===== src/lgr_pkg.sv =====
// Package for the local geocentric rotation block: widths, payload types,
// configuration register indexes and the matrix entry rounding function.
// No dependencies; every other file in src uses it by scoped names.
package lgr_pkg;

  localparam int FRAC = 16;                  // fraction bits of the trig registers
  localparam int CW   = 32;                  // component width
  localparam int RW   = FRAC + 2;            // register width, signed Q1.16
  localparam int PW   = 2 * RW;              // product of two registers
  localparam int EW   = RW + 2;              // matrix entry width
  localparam int MW   = EW + CW;             // entry times component
  localparam int SW   = MW + 2;              // sum of three products
  localparam int TW   = SW - FRAC;           // sum after the shift

  typedef logic signed [CW-1:0] comp_t;
  typedef logic signed [RW-1:0] reg_t;
  typedef logic signed [EW-1:0] ent_t;
  typedef logic signed [TW-1:0] acc_t;

  typedef comp_t [2:0]      comp_vec_t;
  typedef ent_t  [2:0][2:0] mat_t;
  typedef acc_t  [2:0]      acc_vec_t;

  typedef enum logic [1:0] {
    CFG_SIN_LAT = 2'd0,
    CFG_COS_LAT = 2'd1,
    CFG_SIN_LON = 2'd2,
    CFG_COS_LON = 2'd3
  } cfg_idx_t;

  typedef struct packed {
    reg_t sin_lat;
    reg_t cos_lat;
    reg_t sin_lon;
    reg_t cos_lon;
  } cfg_t;

  typedef struct packed {
    logic  mode;
    comp_t comp_a;
    comp_t comp_b;
    comp_t comp_c;
  } in_t;

  typedef struct packed {
    comp_t out_a;
    comp_t out_b;
    comp_t out_c;
    logic  saturated;
  } out_t;

  // Word leaving the matrix stages: one row per output, one column per component.
  typedef struct packed {
    mat_t      mat;
    comp_vec_t comp;
  } mat_item_t;

  localparam reg_t ONE_Q = reg_t'(1) << FRAC;
  localparam cfg_t CFG_RESET = '{sin_lat: '0, cos_lat: ONE_Q, sin_lon: '0, cos_lon: ONE_Q};

  localparam logic [SW-1:0] SUM_ROUND = SW'(1) << (FRAC - 1);
  localparam logic [PW:0]   ENT_ROUND = (PW + 1)'(1) << (FRAC - 1);
  localparam logic [CW-1:0] COMP_MAX  = {1'b0, {(CW - 1){1'b1}}};
  localparam logic [CW-1:0] COMP_MIN  = {1'b1, {(CW - 1){1'b0}}};

  // Sign-extends a register to entry width.
  function automatic ent_t ext_reg(input reg_t v);
    return {{(EW - RW){v[RW-1]}}, v};
  endfunction

  // Rounds a register product half up to Q.FRAC, negating it first if asked.
  function automatic ent_t round_entry(input logic signed [PW-1:0] p, input logic neg);
    logic signed [PW:0] w;
    logic signed [PW:0] s;
    w = {p[PW-1], p};
    if (neg) begin
      w = -w;
    end
    s = w + ENT_ROUND;
    return EW'(s >>> FRAC);
  endfunction

endpackage


===== src/lgr_sat.sv =====
// Output stage: clips each shifted sum to the component range, sets the
// saturation flag and holds the result word. Uses lgr_pkg.
module lgr_sat (
  input  logic              clk,
  input  logic              rst_n,
  input  logic              sum_valid,
  output logic              sum_ready,
  input  lgr_pkg::acc_vec_t sum_data,
  output logic              out_valid,
  input  logic              out_ready,
  output lgr_pkg::out_t     out_data
);

  logic                      v5_r;
  logic                      rdy5;
  logic [2:0]                ovf;
  logic [lgr_pkg::CW-1:0]    clip [3];
  lgr_pkg::out_t             out_nxt, out_r;

  assign rdy5      = !v5_r || out_ready;
  assign sum_ready = rdy5;
  assign out_valid = v5_r;
  assign out_data  = out_r;

  // A sum fits when every bit above the component's sign bit copies the sign.
  always_comb begin
    for (int i = 0; i < 3; i++) begin
      ovf[i]  = sum_data[i][lgr_pkg::TW-1:lgr_pkg::CW-1]
                != {(lgr_pkg::TW - lgr_pkg::CW + 1){sum_data[i][lgr_pkg::TW-1]}};
      clip[i] = ovf[i] ? (sum_data[i][lgr_pkg::TW-1] ? lgr_pkg::COMP_MIN : lgr_pkg::COMP_MAX)
                       : sum_data[i][lgr_pkg::CW-1:0];
    end
    out_nxt.out_a     = clip[0];
    out_nxt.out_b     = clip[1];
    out_nxt.out_c     = clip[2];
    out_nxt.saturated = |ovf;
  end

  always_ff @(posedge clk) begin
    if (!rst_n) begin
      v5_r <= 1'b0;
    end else if (rdy5) begin
      v5_r <= sum_valid;
    end
  end

  always_ff @(posedge clk) begin
    if (sum_valid && rdy5) begin
      out_r <= out_nxt;
    end
  end

endmodule


===== config.mk =====
export PLATFORM = sky130hd
export DESIGN_NAME = lgr_sat
export DESIGN_NICKNAME = d
export VERILOG_FILES = /design/src/lgr_pkg.sv /design/src/lgr_sat.sv
export SDC_FILE = /design/constraint.sdc
export NUM_CORES = 1
export LEC_CHECK = 0
export BUFFER_PORTS_ARGS = -buffer_cell sky130_fd_sc_hd__buf_4
export CAP_MARGIN = 20
export CORE_UTILIZATION = 45
export DETAILED_ROUTE_END_ITERATION = 10
export PLACE_DENSITY = 0.81
export RECOVER_POWER = 25
export SLEW_MARGIN = 10
export SYNTH_ARGS = -nofsm -noshare
export SYNTH_HDL_FRONTEND = slang
export SYNTH_SLANG_ARGS = --single-unit

===== constraint.sdc =====
create_clock -name clk -period 4.6 [get_ports clk]
set_clock_uncertainty 0.05 [all_clocks]
set_input_delay 0.46 -clock clk [delete_from_list [all_inputs] [get_ports clk]]
set_output_delay 0.46 -clock clk [all_outputs]
set_load 0.03 [all_outputs]

==> impl_metrics.json <==
{
  "worst-setup-path-type": "in2reg",
  "hold_depth": 2,
  "fmax_mhz": 412,
  "status": "complete, but fails checks",
  "timing.rr.start": "out_valid$_SDFFE_PN0N_",
  "vdd_drop_max_uv": 189,
  "final_hold_viol_count": 0,
  "ys_seq_area_frac": 0.736,
  "antenna_cells": 0,
  "antenna_found_initial": 0,
  "fillers": 658,
  "grt_pass1_vias": 2798,
  "clock_latency_ns": 0.34,
  "io_pins": 217,
  "slew_headroom": -0.453,
  "leakagePower_nw": 2.65,
  "ctsResizeCount": 0,
  "arrival_ns": 2.57,
  "rsz0062_at_grt": "no",
  "syn_nets": 356,
  "place.port_buffers": 216,
  "clockBufferDepth": 2,
  "slew_viol_final": 64,
  "die-area_sq_um": 9240,
  "required_ns": 4.75,
  "coreArea_sq_um": 8380,
  "hold_path.class": "in2reg",
  "power_density_nw_per_um2": 342,
  "dieWidth_um": 96.1,
  "cts_root_buf": "clkbuf_8",
  "worstPathMaxFanout": 31,
  "drive_gt1_frac": 0.425,
  "final_common_cell": "buf_4",
  "nNetsFinal": 566,
  "whs_ns": 0.328,
  "wirelength_um": 9470,
  "setup_slack_ns": 2.17,
  "die_h_um": 96.1,
  "drtIter0Drc": 116,
  "syn_avg_cell_area_sq_um": 16.7,
  "drcViolationCount": 0,
  "grt_use_total": 0.201,
  "cts_tree": "done",
  "r2r_cells": 3,
  "grt_max_degree": 64,
  "via_per_inst": 5.10,
  "cts-htree-levels": 3,
  "tns_ns": 0,
  "gp_congestion": 0.759,
  "final_cell_mix": "buf_4, edfxtp_1, a21o_1",
  "clkTransAtPathRegs_ns": 0.09,
  "crit_path_start_kind": "input pin",
  "dpl.hpwl_um": 6860,
  "start_util": 0.476,
  "maxCapViolCount": 2,
  "crit_path_end_kind": "flip-flop",
  "cp-startpoint": "sum_data[37]",
  "min_period_ns": 2.43,
  "grt_overflow": 0,
  "regToRegSetupSlack_ns": 2.51,
  "wl_per_cell_um": 17.0,
  "total_power_mw": 1.92,
  "syn-cell-area_sq_um": 3990,
  "tightest_slew_ns": 2.17,
  "setup_viol": 0,
  "regArea_sq_um": 2930,
  "firstDrtPassIters": 4,
  "critical_path.slowest_cell": "nor2b_1",
  "period_share": 0.528,
  "r2r-end": "out_data[61]$_DFFE_PP_",
  "ant_nets": 0,
  "max_stage_delay_ns": 1.64,
  "ys_ff_latch": 98,
  "yosysUniqueCellTypes": 17,
  "synthCells": 238,
  "cts.sinks": 98,
  "rows": 33,
  "cts_setup_buffers": 0,
  "hold_buffers": 0,
  "vias": 2838,
  "multi_input_area_sq_um": 857,
  "grt_first_pass_wirelength_um": 13600,
  "endpoint": "out_data[91]$_DFFE_PP_",
  "violations": "max-capacitance violations, max-slew violations",
  "yosys_warnings": 0,
  "cts_made_buffers": 9,
  "place_ws_ns": 2.25,
  "syn2layout_area_growth_pct": 40.5,
  "path_cells": "clkbuf_1 > nor3_1 > nand2_1 > nor2b_1 > a21o_1"
}
## sequential cells by signal, indices dropped and copies added, names as in the netlist
register / flops
out_valid: 1
out_data: 97
## through the flow
stage | utilization | area (sq um) | cells
6_report | 0.668 | 5600 | 557
5_1_grt | 0.668 | 5600 | 557
4_1_cts | 0.691 | 5790 | 557
3_5_place_dp | 0.669 | 5610 | 542
3_3_place_gp | 0.665 | 5580 | 540
2_1_floorplan | - | 3990 | 238
## synth_stat cells (all sizes together)
library cell | instances | share of area
nor4 | 3 | 0.0047
and2 | 1 | 0.0016
clkbuf | 3 | 0.0028
nand2b | 1 | 0.0016
inv | 1 | 0.00094
nand3 | 4 | 0.0050
nor2b | 3 | 0.010
edfxtp | 97 | 0.73
o21ai | 3 | 0.0066
nor3 | 3 | 0.0038
nand4 | 3 | 0.0047
a21o | 93 | 0.18
buf | 18 | 0.042
a21boi | 1 | 0.0019
nand2 | 3 | 0.0028
dfxtp | 1 | 0.0050
## logic make-up (layout without fill, tap and decap cells)
| group | count (synthesis) | count (layout) | share of synthesized area |
|---|---|---|---|
| and+or+nand+nor | 21 | 21 | 0.0345 |
| DFF | 98 | 98 | 0.736 |
| buffers and inverters | 22 | 236 | 0.0461 |
| AOI/OAI and AO/OA | 97 | 97 | 0.184 |
## critical path: cells and delay by family
kind,cells,cell delay [ns]
buffers and inverters,1,0.15
AO/OA/AOI/OAI,1,0.16
AND/OR/NAND/NOR,3,1.81
## routing by layer
layer | GRT usage | part of all wire | vias up
li1 | - | - | 1330
met1 | 0.221 | 0.37 | 1353
met2 | 0.345 | 0.51 | 137
met3 | 0.0671 | 0.091 | 18
met4 | 0.106 | 0.026 | 0
met5 | 0 | 0 | -
## how the worst min path moves through the flow
| stage | start | endpoint | slack, ns |
|---|---|---|---|
| global route | sum_data[24] | out_data[89]$_DFFE_PP_ | 0.31 |
| detailed placement | out_valid$_SDFFE_PN0N_ | out_valid$_SDFFE_PN0N_ | 0.52 |
| CTS | sum_data[75] | out_data[64]$_DFFE_PP_ | 0.26 |
| global placement | out_valid$_SDFFE_PN0N_ | out_valid$_SDFFE_PN0N_ | 0.47 |
| finish | sum_data[41] | out_data[36]$_DFFE_PP_ | 0.33 |
| floorplan | sum_valid | out_valid$_SDFFE_PN0N_ | 0.55 |
## cell type report
class,count,share of cell area
Clock buffer,9,0.0221
Tap cell,105,0.0235
Multi-Input combinational cell,118,0.153
Sequential cell,98,0.524
Clock inverter,6,0.0105
Inverter,1,0.000670
Timing Repair Buffer,220,0.267
## power breakdown
part / leakage, nW / switching [mW] / internal, mW
registers: 0.945 / 0.0142 / 1.05
clock network: 0.0902 / 0.278 / 0.245
logic: 1.61 / 0.195 / 0.138
total: 2.65 / 0.487 / 1.43
(Power assumes the default switching activity.)
