File: src/lgr_pkg.sv
// Package for the local geocentric rotation block: widths, payload types,
// configuration register indexes and the matrix entry rounding function.
// No dependencies; every other file in src uses it by scoped names.
package lgr_pkg;

  localparam int FRAC = 16;                  // fraction bits of the trig registers
  localparam int CW   = 32;                  // component width
  localparam int RW   = FRAC + 2;            // register width, signed Q1.16
  localparam int PW   = 2 * RW;              // product of two registers
  localparam int EW   = RW + 2;              // matrix entry width
  localparam int MW   = EW + CW;             // entry times component
  localparam int SW   = MW + 2;              // sum of three products
  localparam int TW   = SW - FRAC;           // sum after the shift

  typedef logic signed [CW-1:0] comp_t;
  typedef logic signed [RW-1:0] reg_t;
  typedef logic signed [EW-1:0] ent_t;
  typedef logic signed [TW-1:0] acc_t;

  typedef comp_t [2:0]      comp_vec_t;
  typedef ent_t  [2:0][2:0] mat_t;
  typedef acc_t  [2:0]      acc_vec_t;

  typedef enum logic [1:0] {
    CFG_SIN_LAT = 2'd0,
    CFG_COS_LAT = 2'd1,
    CFG_SIN_LON = 2'd2,
    CFG_COS_LON = 2'd3
  } cfg_idx_t;

  typedef struct packed {
    reg_t sin_lat;
    reg_t cos_lat;
    reg_t sin_lon;
    reg_t cos_lon;
  } cfg_t;

  typedef struct packed {
    logic  mode;
    comp_t comp_a;
    comp_t comp_b;
    comp_t comp_c;
  } in_t;

  typedef struct packed {
    comp_t out_a;
    comp_t out_b;
    comp_t out_c;
    logic  saturated;
  } out_t;

  // Word leaving the matrix stages: one row per output, one column per component.
  typedef struct packed {
    mat_t      mat;
    comp_vec_t comp;
  } mat_item_t;

  localparam reg_t ONE_Q = reg_t'(1) << FRAC;
  localparam cfg_t CFG_RESET = '{sin_lat: '0, cos_lat: ONE_Q, sin_lon: '0, cos_lon: ONE_Q};

  localparam logic [SW-1:0] SUM_ROUND = SW'(1) << (FRAC - 1);
  localparam logic [PW:0]   ENT_ROUND = (PW + 1)'(1) << (FRAC - 1);
  localparam logic [CW-1:0] COMP_MAX  = {1'b0, {(CW - 1){1'b1}}};
  localparam logic [CW-1:0] COMP_MIN  = {1'b1, {(CW - 1){1'b0}}};

  // Sign-extends a register to entry width.
  function automatic ent_t ext_reg(input reg_t v);
    return {{(EW - RW){v[RW-1]}}, v};
  endfunction

  // Rounds a register product half up to Q.FRAC, negating it first if asked.
  function automatic ent_t round_entry(input logic signed [PW-1:0] p, input logic neg);
    logic signed [PW:0] w;
    logic signed [PW:0] s;
    w = {p[PW-1], p};
    if (neg) begin
      w = -w;
    end
    s = w + ENT_ROUND;
    return EW'(s >>> FRAC);
  endfunction

endpackage

File: src/lgr_matrix.sv
// Matrix build stages: register products of the trig registers, then the
// rounded rotation matrix, transposed for the inverse mode. Uses lgr_pkg.
module lgr_matrix (
  input  logic               clk,
  input  logic               rst_n,
  input  lgr_pkg::cfg_t      cfg,
  input  logic               in_valid,
  output logic               in_ready,
  input  lgr_pkg::in_t       in_data,
  output logic               mat_valid,
  input  logic               mat_ready,
  output lgr_pkg::mat_item_t mat_data
);

  logic v1_r, v2_r;
  logic rdy1, rdy2;

  lgr_pkg::in_t               item_r;
  logic signed [lgr_pkg::PW-1:0] p_sbcl_r, p_cbcl_r, p_sbsl_r, p_cbsl_r;
  lgr_pkg::mat_t              rot;
  lgr_pkg::mat_item_t         mat_nxt, mat_r;

  assign rdy2      = !v2_r || mat_ready;
  assign rdy1      = !v1_r || rdy2;
  assign in_ready  = rdy1;
  assign mat_valid = v2_r;
  assign mat_data  = mat_r;

  always_ff @(posedge clk) begin
    if (!rst_n) begin
      v1_r <= 1'b0;
      v2_r <= 1'b0;
    end else begin
      if (rdy1) begin
        v1_r <= in_valid;
      end
      if (rdy2) begin
        v2_r <= v1_r;
      end
    end
  end

  // The forward matrix, built from the register products and the trig registers.
  always_comb begin
    rot[0][0] = lgr_pkg::round_entry(p_sbcl_r, 1'b1);
    rot[0][1] = -lgr_pkg::ext_reg(cfg.sin_lon);
    rot[0][2] = lgr_pkg::round_entry(p_cbcl_r, 1'b0);
    rot[1][0] = lgr_pkg::round_entry(p_sbsl_r, 1'b1);
    rot[1][1] = lgr_pkg::ext_reg(cfg.cos_lon);
    rot[1][2] = lgr_pkg::round_entry(p_cbsl_r, 1'b0);
    rot[2][0] = lgr_pkg::ext_reg(cfg.cos_lat);
    rot[2][1] = '0;
    rot[2][2] = lgr_pkg::ext_reg(cfg.sin_lat);
    for (int i = 0; i < 3; i++) begin
      for (int j = 0; j < 3; j++) begin
        mat_nxt.mat[i][j] = item_r.mode ? rot[j][i] : rot[i][j];
      end
    end
    mat_nxt.comp[0] = item_r.comp_a;
    mat_nxt.comp[1] = item_r.comp_b;
    mat_nxt.comp[2] = item_r.comp_c;
  end

  always_ff @(posedge clk) begin
    if (in_valid && rdy1) begin
      item_r   <= in_data;
      p_sbcl_r <= $signed(cfg.sin_lat) * $signed(cfg.cos_lon);
      p_cbcl_r <= $signed(cfg.cos_lat) * $signed(cfg.cos_lon);
      p_sbsl_r <= $signed(cfg.sin_lat) * $signed(cfg.sin_lon);
      p_cbsl_r <= $signed(cfg.cos_lat) * $signed(cfg.sin_lon);
    end
    if (v1_r && rdy2) begin
      mat_r <= mat_nxt;
    end
  end

endmodule

File: config.mk
export PLATFORM = sky130hd
export DESIGN_NAME = lgr_matrix
export DESIGN_NICKNAME = d
export VERILOG_FILES = /design/src/lgr_pkg.sv /design/src/lgr_matrix.sv
export SDC_FILE = /design/constraint.sdc
export NUM_CORES = 2
export LEC_CHECK = 0
export ABC_AREA = 1
export BUFFER_PORTS_ARGS = -buffer_cell sky130_fd_sc_hd__buf_2
export CAP_MARGIN = 20
export CORE_ASPECT_RATIO = 1.1
export CORE_MARGIN = 2
export CORE_UTILIZATION = 40
export DETAILED_ROUTE_END_ITERATION = 7
export GPL_ROUTABILITY_DRIVEN = 0
export GPL_TIMING_DRIVEN = 0
export PLACE_DENSITY = 0.61
export SYNTH_ARGS = -nofsm -noshare
export SYNTH_HDL_FRONTEND = slang
export SYNTH_SLANG_ARGS = --single-unit
File: constraint.sdc
create_clock -name clk -period 15.3 [get_ports clk]
set_clock_uncertainty 0.1 [all_clocks]
set_input_delay 1.53 -clock clk [delete_from_list [all_inputs] [get_ports clk]]
set_output_delay 1.53 -clock clk [all_outputs]
set_load 0.02 [all_outputs]
==> results.py <==
metrics = {
    "critical_path": {
        "slowest_stage": "fa_1",
        "worst-setup-path-type": "primary input to flip-flop",
        "critPathMaxFanout": 10,
        "worstPathArrival_ps": 8870,
        "cpPeakStageDelay_ps": 940,
        "worstSetupEndpointType": "flip-flop",
        "cp-start-kind": "primary input",
        "worstPathRequired_ps": 15650,
        "cp_cell_sequence": "buf_2 > clkbuf_1 > clkbuf_1 > nand2_1 > fa_1 > inv_1 > fa_1 > fa_1 > fa_1 > fa_1 > inv_1 > fa_1 > inv_1 > ha_1 > nand2_1 > nor2_1 > inv_1 > nor3_1 > and3_1 > nand2_1 > nand3_1 > nand2_1",
        "crit_top_cell": "fa_1",
    },
    "sta": {
        "slew_headroom": 0.109,
        "worst_pin_slew_ps": 1340,
        "whs_ps": 303,
        "rsz0062_at_grt": "no",
        "finalCriticalPeriod_ps": 8520,
        "setup_viol": 0,
        "period_share": 0.557,
        "hold_violations": 0,
        "max_freq_ghz": 0.117,
        "setup_tns_ps": 0,
        "maxSlewViolCount": 0,
    },
    "detailed_routing": {
        "wl_per_cell_um": 21.4,
        "drc": 0,
        "routed_wl_um": 241000,
        "firstDrtPassIters": 8,
        "antenna_left": 0,
        "vias": 57395,
        "first_iter_violations": 6096,
        "via_per_inst": 5.09,
    },
    "synthesis": {
        "synth_edf_count": 483,
        "yosysTopAreaCell": "fa_1",
        "synthArstFlopShare": 0,
        "netlist_instances": 8388,
        "yosysTopAreaCellShare": 0.372,
        "ys_top_cells_by_area": "fa_1 (37%), edfxtp_1 (21%), inv_1 (13%), nand2_1 (12%), ha_1 (6.5%)",
        "synthesis.nets": 10240,
        "ys_types": 49,
        "netlist_area_um2": 70600,
        "syn_avg_cell_area_um2": 8.42,
        "yosysSeqAreaShare": 0.206,
        "synthFlopType": "edfxtp_1",
        "ys_seq_elements": 485,
        "yosysWarnings": 0,
    },
    "job": {
        "cap_viol_max_count": 0,
    },
    "finish": {
        "stdcell_count": 11267,
        "drive_gt1_frac": 0.0723,
        "nets": 10785,
        "area_growth_pct": 11.2,
        "final_util": 0.448,
        "fill_cells": 17169,
    },
    "clock_network": {
        "cts-htree-levels": 2,
        "clk_latency_ps": 710,
        "postCtsHoldBufs": 0,
        "cts_tree": "done",
        "root_buffer": "clkbuf_16",
        "cts_setup_buffers": 0,
        "clk_path_buf_depth": 3,
        "numCtsBuffers": 58,
        "ctsResizeCount": 0,
        "cts.sinks": 485,
        "clkTransAtPathRegs_ps": 60,
    },
    "global_routing": {
        "grt_pass1_wl_um": 358000,
        "grt_pass1_vias": 58621,
        "grt_usage": 0.270,
        "use_met1": 0.327,
        "gr-max-usage-layer": "met2",
        "met3_usage": 0.0843,
        "grt_max_degree": 113,
        "met2_usage": 0.419,
        "antenna_found_initial": 12,
        "grt-ovfl-total": 0,
    },
    "min_path": {
        "hp-class": "flip-flop to flip-flop",
    },
    "floorplan": {
        "die_h_um": 445,
        "die-area_um2": 180000,
        "rows": 161,
        "io_pins": 451,
        "die_width_um": 405,
        "start_util": 0.403,
        "core-area_um2": 175000,
    },
    "place": {
        "portBuffers": 431,
        "dp_cells": 11138,
        "dp.final_hpwl_um": 200000,
    },
    "run_status": {
        "status": "completed",
    },
}
## per-stage QoR
step / area (um^2) / setup WS (ps)
2_1_floorplan: 70600 / 5230
3_3_place_gp: 75600 / 1240
3_5_place_dp: 76300 / 6300
4_1_cts: 78200 / 7020
5_1_grt: 78500 / 6520
6_report: 78500 / 6780
## routing by layer
layer / vias up / wire length [um]
li1: 25162 / -
met1: 28054 / 87600
met2: 3270 / 106000
met3: 899 / 28000
met4: 10 / 19000
met5: - / 162
## flip-flops by register name, indices dropped and copies added (netlist names)
register / count
mat_data: 272
item_r: 97
p_sbcl_r: 36
p_sbsl_r: 36
p_cbcl_r: 21
p_cbsl_r: 21
mat_valid: 1
v1_r: 1
## worst max-delay path, delay by kind of cell
| kind | cells | cell delay (ps) |
|---|---|---|
| adders and majority gates | 7 | 3960 |
| and+or+nand+nor | 8 | 1180 |
| buffers and inverters | 7 | 2140 |
## synth_stat cells, types with 5 or more instances
master / n
inv_1: 2503
nand2_2: 10
ha_1: 365
or2_2: 5
nor2_4: 6
nor2_2: 10
a21oi_1: 149
nor4_1: 6
nand3b_1: 11
o21ai_0: 107
nand2_1: 2265
xor2_1: 80
and2_1: 5
o21a_1: 5
buf_1: 55
o21bai_1: 17
nor3_2: 9
nor2_1: 346
buf_2: 9
nor3_1: 44
xnor2_1: 30
fa_1: 1314
nand3_1: 221
nand4_1: 42
clkbuf_1: 243
edfxtp_1: 483
a21boi_0: 5
## area by class of cell
cell class	count	area [um^2]	area share
repair buffers	485	3090	0.0394
multi-input cells	5083	45500	0.579
clock buffers	67	1490	0.0189
diodes	7	17.5	0.000223
clock inverters	38	419	0.00534
inverters	2507	9420	0.120
well taps	2282	2860	0.0364
flip-flops and latches	485	14500	0.185
plain buffers	313	1220	0.0155
## cells in the final DEF (no fill, tap or decap), types with 6 or more instances in the layout
| cell type | synthesis | layout |
|---|---|---|
| a21oi_1 | 149 | 148 |
| buf_1 | 55 | 55 |
| buf_12 | 0 | 9 |
| buf_16 | 0 | 6 |
| buf_2 | 9 | 440 |
| buf_8 | 0 | 37 |
| bufinv_16 | 0 | 6 |
| clkbuf_1 | 243 | 250 |
| clkbuf_16 | 0 | 59 |
| clkinv_1 | 0 | 10 |
| clkinv_2 | 0 | 10 |
| diode_2 | 0 | 7 |
| edfxtp_1 | 483 | 483 |
| fa_1 | 1314 | 1314 |
| ha_1 | 365 | 365 |
| inv_1 | 2503 | 2502 |
| nand2_1 | 2265 | 2265 |
| nand2_2 | 10 | 10 |
| nand3_1 | 221 | 221 |
| nand3b_1 | 11 | 11 |
| nand4_1 | 42 | 42 |
| nor2_1 | 346 | 346 |
| nor2_2 | 10 | 10 |
| nor2_4 | 6 | 6 |
| nor3_1 | 44 | 44 |
| nor3_2 | 9 | 9 |
| nor4_1 | 6 | 6 |
| o21ai_0 | 107 | 107 |
| o21bai_1 | 17 | 17 |
| xnor2_1 | 30 | 30 |
| xor2_1 | 80 | 80 |
## logic make-up after synthesis
family / synth area share
adder cells (fa/ha/maj): 0.437
buffers and inverters: 0.150
XOR/XNOR: 0.0139
flip-flops: 0.206
AND/OR/NAND/NOR: 0.171
AO/OA/AOI/OAI: 0.0219
## final timing paths
kind,startpoint,slack (ps),endpoint,cells after the start
hold reg to reg,item_r[95]$_DFFE_PP_,300,mat_data[31]$_DFFE_PP_,0
setup / recovery,cfg[4],6780,p_cbcl_r[31]$_DFFE_PP_,22
hold / removal,item_r[95]$_DFFE_PP_,300,mat_data[31]$_DFFE_PP_,0
setup reg to reg,v1_r$_SDFFE_PN0N_,12300,mat_data[151]$_DFFE_PP_,9
Power is not shown: default switching activity piles up to over one toggle a cycle in this logic, so the estimate is an artifact.
